--- config.mk ---
export PLATFORM = sky130hd
export DESIGN_NAME = cba_ctrl
export DESIGN_NICKNAME = d
export VERILOG_FILES = /design/src/cba_pkg.sv /design/src/cba_ctrl.sv
export SDC_FILE = /design/constraint.sdc
export NUM_CORES = 1
export LEC_CHECK = 0
export BUFFER_PORTS_ARGS = -buffer_cell sky130_fd_sc_hd__buf_2
export CAP_MARGIN = 0
export CORE_AREA = 8 8 45 47
export CTS_CLUSTER_SIZE = 12
export DETAILED_ROUTE_END_ITERATION = 6
export DIE_AREA = 0 0 53 55
export PLACE_DENSITY = 0.81
export SETUP_SLACK_MARGIN = 0.1
export SLEW_MARGIN = 10
export SYNTH_ARGS = -nofsm -noshare
export SYNTH_HDL_FRONTEND = slang
export SYNTH_SLANG_ARGS = --single-unit
--- constraint.sdc ---
create_clock -name i_clk -period 3.42 [get_ports i_clk]
set_input_delay 0.684 -clock i_clk [delete_from_list [all_inputs] [get_ports i_clk]]
set_output_delay 0.684 -clock i_clk [all_outputs]
set_load 0.01 [all_outputs]
--- src/cba_pkg.sv ---
// ----------------------------------------------------------------------------
// cba_pkg
// Shared types, constants and the linearization table for the contrast
// background adjuster.
// ----------------------------------------------------------------------------
`default_nettype none

package cba_pkg;

    localparam int MAX_STEPS = 40;
    localparam int STEP_W    = $clog2(MAX_STEPS + 1);

    localparam int CH_W    = 8;
    localparam int MIN_W   = 13;
    localparam int LIN_W   = 17;
    localparam int WR_W    = 28;
    localparam int WG_W    = 29;
    localparam int WB_W    = 26;
    localparam int Y_W     = 30;
    localparam int XPROD_W = 2 * Y_W;
    localparam int MPROD_W = MIN_W + Y_W;

    localparam int WT_R = 2126;
    localparam int WT_G = 7152;
    localparam int WT_B = 722;

    localparam logic [Y_W-1:0]   LUM_OFFSET  = Y_W'(32768000);
    localparam logic [MIN_W-1:0] MIN_RESET   = MIN_W'(1152);

    // reciprocal of 100 in q19, exact for dividends below 24576
    localparam int RECIP_100   = 5243;
    localparam int RECIP_SHIFT = 19;

    localparam logic [CH_W-1:0] DARK_R  = 8'h16;
    localparam logic [CH_W-1:0] DARK_G  = 8'h18;
    localparam logic [CH_W-1:0] DARK_B  = 8'h1C;
    localparam logic [CH_W-1:0] LIGHT_C = 8'hFF;

    typedef logic [255:0][LIN_W-1:0] t_lin_rom;

    typedef enum logic [2:0] {
        S_IDLE,
        S_LOOK,
        S_WEIGHT,
        S_SUM,
        S_PICK,
        S_DECIDE,
        S_CHECK,
        S_DONE
    } t_state;

    typedef struct packed {
        logic load;
        logic look;
        logic weight;
        logic sum;
        logic pick;
        logic decide;
        logic adjust;
        logic emit;
    } t_cmd;

    typedef struct packed {
        logic below;
        logic out_valid;
    } t_status;

    function automatic logic [63:0] mul_q30(input logic [63:0] a, input logic [63:0] b);
        logic [63:0] p;
        p = a * b;
        return p >> 30;
    endfunction

    function automatic logic [63:0] pow5_q30(input logic [63:0] y);
        logic [63:0] y2;
        logic [63:0] y4;
        y2 = mul_q30(y, y);
        y4 = mul_q30(y2, y2);
        return mul_q30(y4, y);
    endfunction

    // srgb code to linear light, q16, worked out at elaboration
    function automatic t_lin_rom build_lin_rom();
        t_lin_rom    rom;
        logic [63:0] n;
        logic [63:0] t;
        logic [63:0] t2;
        logic [63:0] lo;
        logic [63:0] hi;
        logic [63:0] mid;
        logic [63:0] v;
        for (int c = 0; c < 256; c++) begin
            if (c <= 10) begin
                v = (64'd6553600 * 64'(c) + 64'd164730) / 64'd329460;
            end else begin
                n  = 64'd1000 * 64'(c) + 64'd14025;
                t  = ((n << 30) + 64'd134512) / 64'd269025;
                t2 = mul_q30(t, t);
                lo = 64'd0;
                hi = 64'd1 << 30;
                for (int it = 0; it < 32; it++) begin
                    if (lo < hi) begin
                        mid = (lo + hi + 64'd1) >> 1;
                        if (pow5_q30(mid) <= t2) begin
                            lo = mid;
                        end else begin
                            hi = mid - 64'd1;
                        end
                    end
                end
                v = (mul_q30(t2, lo) + (64'd1 << 13)) >> 14;
            end
            rom[c] = LIN_W'(v);
        end
        return rom;
    endfunction

    localparam t_lin_rom LIN_ROM = build_lin_rom();

    function automatic logic [Y_W-1:0] lum_off(input logic [LIN_W-1:0] l_r,
                                               input logic [LIN_W-1:0] l_g,
                                               input logic [LIN_W-1:0] l_b);
        logic [63:0] s;
        s = 64'(WT_R) * 64'(l_r) + 64'(WT_G) * 64'(l_g) + 64'(WT_B) * 64'(l_b)
            + 64'(LUM_OFFSET);
        return s[Y_W-1:0];
    endfunction

    localparam logic [Y_W-1:0] Y_LIGHT_OFF =
        lum_off(LIN_ROM[LIGHT_C], LIN_ROM[LIGHT_C], LIN_ROM[LIGHT_C]);
    localparam logic [Y_W-1:0] Y_DARK_OFF =
        lum_off(LIN_ROM[DARK_R], LIN_ROM[DARK_G], LIN_ROM[DARK_B]);

endpackage

`default_nettype wire

--- src/cba_ctrl.sv ---
// ----------------------------------------------------------------------------
// cba_ctrl
// Sequencer for the luminance pipeline, text choice and adjust loop.
// ----------------------------------------------------------------------------
`default_nettype none

module cba_ctrl
    import cba_pkg::*;
(
    input  wire logic    i_clk,
    input  wire logic    i_rst_n,
    input  wire logic    i_s_tvalid,
    output logic         o_s_tready,
    input  wire logic    i_m_tready,
    input  wire t_status i_status,
    output t_cmd         o_cmd
);

    t_state            r_state, n_state;
    logic [STEP_W-1:0] r_step, n_step;
    logic              r_first, n_first;

    always_ff @(posedge i_clk) begin
        if (!i_rst_n) begin
            r_state <= S_IDLE;
            r_step  <= '0;
            r_first <= 1'b0;
        end else begin
            r_state <= n_state;
            r_step  <= n_step;
            r_first <= n_first;
        end
    end

    always_comb begin
        n_state    = r_state;
        n_step     = r_step;
        n_first    = r_first;
        o_cmd      = '0;
        o_s_tready = 1'b0;
        case (r_state)
            S_IDLE: begin
                o_s_tready = 1'b1;
                if (i_s_tvalid) begin
                    o_cmd.load = 1'b1;
                    n_step     = '0;
                    n_first    = 1'b1;
                    n_state    = S_LOOK;
                end
            end
            S_LOOK: begin
                o_cmd.look = 1'b1;
                n_state    = S_WEIGHT;
            end
            S_WEIGHT: begin
                o_cmd.weight = 1'b1;
                n_state      = S_SUM;
            end
            S_SUM: begin
                o_cmd.sum = 1'b1;
                if (r_first) begin
                    n_state = S_PICK;
                end else if (r_step == STEP_W'(MAX_STEPS)) begin
                    n_state = S_DONE;
                end else begin
                    n_state = S_CHECK;
                end
            end
            S_PICK: begin
                o_cmd.pick = 1'b1;
                n_state    = S_DECIDE;
            end
            S_DECIDE: begin
                o_cmd.decide = 1'b1;
                n_first      = 1'b0;
                n_state      = S_CHECK;
            end
            S_CHECK: begin
                // contrast still short: move the colour and measure again
                if (i_status.below) begin
                    o_cmd.adjust = 1'b1;
                    n_step       = r_step + STEP_W'(1);
                    n_state      = S_LOOK;
                end else begin
                    n_state = S_DONE;
                end
            end
            S_DONE: begin
                if (!i_status.out_valid || i_m_tready) begin
                    o_cmd.emit = 1'b1;
                    n_state    = S_IDLE;
                end
            end
            default: begin
                n_state = S_IDLE;
            end
        endcase
    end

endmodule

`default_nettype wire

After elaboration in Yosys (flattened, before gate mapping)
Cells that the tools add are included.

cells by class
  reductions and logical operators = 8
  muxes and demuxes = 23
  eq/ne operators = 11
  add/subtract/negate cells = 1

operators with widths
  kind                                                             count
  3-bit case mux with 8 select lines                               1
  1-bit two-way mux                                                14
  3-bit == test, second input constant                             4
  3-bit two-way mux                                                4
  6-bit two-way mux                                                2
  6-bit case mux with 2 select lines                               1
  6-bit by 1-bit adder with 6-bit output, second input constant    1
  3-bit by 2-bit == test with 1-bit output, second input constant  2
  6-bit == test, second input constant                             1
  2-bit inequality test, second input constant                     3
  2-bit AND reduction                                              2
  2-bit nonzero test                                               2
  3-bit by 1-bit == test with 1-bit output, second input constant  1
  3-bit logical NOT                                                1
  3-bit AND reduction                                              1
  1-bit case mux with 2 select lines                               1
  1-bit logical NOT                                                1
  1-bit logical OR                                                 1

word-level totals
  register bits = 10
  input port bits = 6
  logic and storage cells = 46
  output and inout port bits = 9

Logic depth before layout (Yosys ltp)
Gate-level depths: netlist of the first run.

  word-level depth = 4
  gate-level depth with buffers = 5

Least setup slack after synthesis of the first run
Ideal clock, no wire load.

  kind = input to output
  from = input i_s_tvalid
  to = output o_cmd[7] (netlist bit)
  arrival = 1.435 ns
  path buffers = 1
  slack = 1.301 ns
  stages on the path = 3
  data required time = 2.736 ns
  path through = or4b_1 > clkbuf_1 > inv_1

RTL lines
  element          line            text
  start, declared  cba_ctrl.sv:12  input wire logic i_s_tvalid,
  end, declared    cba_ctrl.sv:16  output t_cmd o_cmd

==> out/qor.csv, run 1 <==
metric,value,unit
cp-start-kind,flop,
die_area,0.00292,mm²
antenna_cells,0,
seq_power_share,46.9,%
clock-sinks,10,
detailedRoute.firstIterationViolations,13,
clock_skew,0.00531,ns
end_kind,primary output,
p_leak,0.000304,µW
syn_area,658,µm²
powerDensity,386,mW/mm²
yosysTopAreaCellShare,30.4,%
hold_buffers,0,
grt_pass1_wl,2.33,mm
antenna_found_initial,0,
maxCapViolCount,0,
cts-resized-gates,0,
grt-ovfl-total,0,
nets,104,
clkLatencyLatePin,0.27,ns
critical_path_peak_fanout,18,
n_fill_cell,126,
fin_crit_sh,71.7,%
ant_nets,0,
grt_usage,10.5,%
slew_headroom,63.8,%
synth_fp_nets,92,
first_pass_iters,4,
hold_path.class,flop to flop,
slew_violations,0,
initial_core_util,47.6,%
grt_pass1_vias,537,
fin_tns_setup,0,ns
rows,14,
grt_max_degree,20,
clk_path_buf_depth,2,
crit_type,flop to primary output,
fmax,408,MHz
clkTransAtPathRegs,0.07,ns
tightest_slew,0.542,ns
vias,603,
dp_slack,1.09,ns
p_comb_share,16.4,%
r2r_setup_slack,1.66,ns
synth_cell_type_count,28,
multiInputGateArea,398,µm²
die_x,53,µm
critical_path_required,2.74,ns
routedWlPerCell,12.8,µm
clockPowerShare,36.7,%
cts_buffers,3,
routabilityCongestion,0.746,
outcome,"finished, final reports clean",
ioPinCount,15,
io_buffers,14,
syn_inst,84,
hpwl,1.02,mm
regArea,200,µm²
fin_ws,0.967,ns
p_sw,81.0,µW
syn_to_final_growth,14.1,%
rsz0062_at_grt,no,
coreArea,0.00138,mm²
vdd_drop_max,0.256,mV
finalSetupViolCount,0,
drt-total-wl,1.42,mm
hold_viol,0,
synth.avg_cell_area,7.83,µm²
p_sw_share,28.0,%
crit_arrival,1.77,ns
synth-seq-cells,10,
drive_above_1_share,21.1,%
synthTopCellsByArea,"dfxtp_1 30%, nand3_1 6.8%, nand2_1 5.1%",
cts_setup_buffers,0,
vias_per_cell,5.43,
ys_warn_count,0,
cts-root-buf,clkbuf_4,
cts_tree,done,
period_minus_slack,2.45,ns
die_h,55,µm
ys_seq_area_share,30.4,%
intPower,209,µW
h-tree-depth,1,
yosys.area.top_type,dfxtp_1,
drc,0,
## per-layer routing
metal  vias up  part of all wire [%]  track usage [%]
met2         8                    48             17.0
met5         -                     0                0
met4         0                   1.1             5.17
li1        318                     -                -
met1       275                    47             12.4
met3         2                   3.4             2.94
## cells in the final DEF (no fill, tap or decap), drive strengths merged, types with 2 or more instances in the layout
| cell type | synthesis | final |
|---|---|---|
| buf | 1 | 14 |
| nor3b | 3 | 3 |
| nor2 | 3 | 3 |
| inv | 7 | 7 |
| nand4b | 2 | 2 |
| nand3 | 9 | 9 |
| mux2i | 3 | 3 |
| nor2b | 2 | 2 |
| a2111oi | 2 | 2 |
| clkbuf | 6 | 4 |
| nand3b | 3 | 3 |
| and3b | 2 | 2 |
| ha | 2 | 2 |
| o21ai | 6 | 6 |
| a21boi | 4 | 4 |
| dfxtp | 10 | 10 |
| nand2 | 9 | 9 |
## kinds of logic after synthesis
group           count (synthesis)  share of synthesized area, %
simple gates                   37                          33.3
compound gates                 18                          18.8
buf+inv                        14                          9.13
flops                          10                          30.4
mux                             3                          4.56
fa+ha+maj                       2                          3.80
## sequential cells by signal (all words and copies together), names as in the netlist
signal,count
r_step,6
r_state,3
r_first,1
## path summary, 6_finish.rpt
kind,startpoint,endpoint,cells after the start
max,r_state[2],o_cmd[7],3
max reg2reg,r_state[2],r_step[3],3
min,r_first,r_state[1],1
min reg2reg,r_first,r_state[1],1
## power by group through the flow
stage | Sequential, µW | Combinational (µW) | Clock, µW
2_1_floorplan | 127 | 43.7 | 0
3_3_place_gp | 137 | 46.2 | 0
3_5_place_dp | 138 | 47.4 | 0
4_1_cts | 135 | 47.8 | 108
5_1_grt | 138 | 52.0 | 119
6_report | 136 | 47.6 | 106
## critical path, cell delays in order, from the launching register on
cell and delay, ns:
dfxtp_1 0.47, or4b_1 0.79, inv_1 0.11, buf_2 0.13
## cell usage after synthesis, drive strengths merged
library cell	number
or3b	1
ha	2
a31oi	1
o21ai	6
and3b	2
a211oi	1
nor3	1
buf	1
or4b	1
a21boi	4
nor2b	2
inv	7
o21ba	1
dfxtp	10
clkbuf	6
nor4bb	1
nand4b	2
a221oi	1
nand2	9
mux2i	3
nor3b	3
nor2	3
nand3	9
nand3b	3
o22ai	1
a2111oi	2
a21oi	1
## metrics by stage
stage / hold slack (ns) / std cells / utilization [%] / area [µm²] / power (µW)
2_1_floorplan: 0.441 / 84 / - / 658 / 171
3_3_place_gp: 0.472 / 107 / 51.6 / 714 / 183
3_5_place_dp: 0.472 / 107 / 51.6 / 714 / 185
4_1_cts: 0.482 / 111 / 54.2 / 751 / 291
5_1_grt: 0.511 / 111 / 54.2 / 751 / 308
6_report: 0.479 / 111 / 54.2 / 751 / 290
## layout make-up
type | instances | share of cell area [%]
Multi-Input combinational cell | 60 | 53.0
Sequential cell | 10 | 26.7
Timing Repair Buffer | 14 | 9.33
Clock buffer | 4 | 4.83
Inverter | 7 | 3.50
Tap cell | 16 | 2.67
No activity file was read; power rests on OpenSTA's default activity.
==> inputs of run 2 (changes only) <==
--- a/config.mk
+++ b/config.mk
@@ -5,13 +5,14 @@
 export SDC_FILE = /design/constraint.sdc
 export NUM_CORES = 1
 export LEC_CHECK = 0
+export ABC_AREA = 1
 export BUFFER_PORTS_ARGS = -buffer_cell sky130_fd_sc_hd__buf_2
 export CAP_MARGIN = 0
-export CORE_AREA = 8 8 45 47
+export CORE_MARGIN = 8
+export CORE_UTILIZATION = 45
 export CTS_CLUSTER_SIZE = 12
 export DETAILED_ROUTE_END_ITERATION = 6
-export DIE_AREA = 0 0 53 55
-export PLACE_DENSITY = 0.81
+export PLACE_DENSITY = 0.79
 export SETUP_SLACK_MARGIN = 0.1
 export SLEW_MARGIN = 10
 export SYNTH_ARGS = -nofsm -noshare
==> constraint.sdc (replaced) <==
create_clock -name i_clk -period 2.11 [get_ports i_clk]
set_input_delay 0.422 -clock i_clk [delete_from_list [all_inputs] [get_ports i_clk]]
set_output_delay 0.422 -clock i_clk [all_outputs]
set_load 0.01 [all_outputs]
==> run 2 against run 1 <==
  * Global-route usage grew 1.9 points
  * Worst hold slack lost 0.058 ns
  * Critical path depth is the same
  * Via count grew 7.5%
  * Core utilization grew 3.2 points
  * Clock skew shrank 0.0013 ns
  * Sequential power grew 100%
  * Wire length grew 4.2%
  * Die area shrank 4.0%
  * Register-to-register slack lost 0.74 ns
  * First-iteration DRC count grew 140%
  * Critical path type unchanged
  * Largest cell class unchanged
  * Highest routed layer unchanged
==> out/qor.csv, run 2 <==
metric,value,unit
drt-total-wl,1.48,mm
dr_wl_met2,722,µm
synth_cell_type_count,16,
routedWlPerCell,11.4,µm
yosysTopAreaCellShare,32.7,%
cts-resized-gates,0,
most-common-layout-cells,"19 x nor2_1, 15 x nand3_1, 15 x nand2_1",
ant_nets,0,
critPathLaunch,r_state[2],
synth.avg_cell_area,6.32,µm²
grt-ovfl-total,0,
regArea,200,µm²
synth-edff-count,0,
vias,648,
final_util,57.4,%
grt_pass1_wl,2.61,mm
yosys.area.top_type,dfxtp_1,
multiInputGateArea,338,µm²
cts_buffers,3,
critical_path_required,1.69,ns
largest_reg_flops,6,
synth-seq-cells,10,
synth_fp_nets,105,
place_area,702,µm²
r2r-end,r_step[3],
ioPinCount,15,
grt_usage,12.3,%
powerDensity,1090,mW/mm²
tightest_slew,0.308,ns
first_pass_iters,4,
ys_warn_count,0,
cp-start-kind,flop,
routabilityCongestion,0.888,
syn_to_final_growth,20.4,%
io_buffers,14,
hold_viol,0,
slew_headroom,79.4,%
r2r_setup_slack,0.92,ns
die_x,52.9,µm
layout_commonest_cell,nor2_1,
die_area,0.00280,mm²
dp_slack,0.744,ns
met1_length,639,µm
clock-sinks,10,
fin_crit_sh,79.8,%
end_kind,primary output,
rsz0062_at_grt,no,
clock_skew,0.00401,ns
ys_seq_area_share,32.7,%
wl_met3,87,µm
final_area,738,µm²
top_register,r_step,
n_fill_cell,131,
fin_ws,0.427,ns
drive_above_1_share,27.0,%
rows,13,
synthTopCellsByArea,"dfxtp_1 33%, nand3_1 12%, nor2_1 12%",
clk_path_buf_depth,2,
hold_path_depth,3,
die_h,52.9,µm
syn_area,613,µm²
nets,124,
hpwl,1.11,mm
hold_buffers,0,
period_minus_slack,1.68,ns
critical_path_peak_fanout,8,
grt_pass1_vias,607,
dr.max_layer_used,met4,
clkLatencyLatePin,0.27,ns
synthTopCellsByCount,"19 x nor2_1, 15 x nand2_1, 15 x nand3_1",
slew_violations,0,
async_flop_share,0,%
initial_core_util,47.7,%
fmax,594,MHz
syn_inst,97,
crit_arrival,1.26,ns
cts_setup_buffers,0,
p_leak,0.000401,µW
clkTransAtPathRegs,0.06,ns
vdd_drop_max,0.837,mV
h-tree-depth,1,
grt_max_degree,10,
synth_flop_cell,dfxtp_1,
detailedRoute.firstIterationViolations,31,
outcome,"finished, final reports clean",
reg_top3,"r_step x6, r_state x3, r_first x1",
antenna_cells,0,
cp-endpoint,o_cmd[0],
coreArea,0.00128,mm²
drc,0,
vias_per_cell,4.98,
r2r_start,r_state[2],
fin_tns_setup,0,ns
yosysMostFrequentCell,nor2_1,
finalSetupViolCount,0,
cts_tree,done,
maxCapViolCount,0,
crit_type,flop to primary output,
hold_path.class,input pin to flop,
antenna_found_initial,0,
cts-root-buf,clkbuf_4,
rr_worst_depth,5,
run 2: cell families after synthesis:
| group | Yosys count | share of synthesized area [%] |
|---|---|---|
| AND/OR/NAND/NOR | 55 | 42.4 |
| buffers and inverters | 20 | 12.2 |
| AO/OA/AOI/OAI | 10 | 8.57 |
| flip-flops | 10 | 32.7 |
| adder cells (fa/ha/maj) | 2 | 4.08 |
run 2: layout make-up:
| type | count | area share [%] |
|---|---|---|
| Timing Repair Buffer | 14 | 9.49 |
| Inverter | 20 | 10.2 |
| Clock buffer | 4 | 4.92 |
| Multi-Input combinational cell | 67 | 45.8 |
| Tap cell | 15 | 2.54 |
| Sequential cell | 10 | 27.1 |
run 2: stage by stage:
stage               power (µW)  hold slack [ns]  instances
floorplan                  512            0.451         97
global placement           606            0.467        126
detailed placement         622            0.469        126
CTS                        808            0.419        130
global route               870            0.445        130
finish                     802            0.421        130
run 2: worst min-delay path by stage:
stage               startpoint  slack, ns    endpoint
floorplan              r_first       0.45     r_first
global placement       r_first       0.47     r_first
detailed placement     r_first       0.47     r_first
CTS                    i_rst_n       0.42  r_state[1]
global route           i_rst_n       0.44  r_state[1]
finish                 i_rst_n       0.42  r_state[1]
run 2: per-layer routing:
layer,GRT usage (%),vias up
met4,6.47,0
li1,-,340
met3,3.36,5
met1,14.4,289
met2,19.9,14
met5,0,-
run 2: power by group:
part           total (µW)  switching, µW  internal, µW  leakage [µW]
Clock                 176           71.4           105     0.0000210
Sequential            277           57.1           219     0.0000815
Combinational         349            228           121      0.000299
run 2: worst max-delay path, stage by stage, from the launching register on:
cell      delay (ns)
dfxtp_1         0.47
inv_2           0.14
a211oi_1        0.22
buf_2           0.16
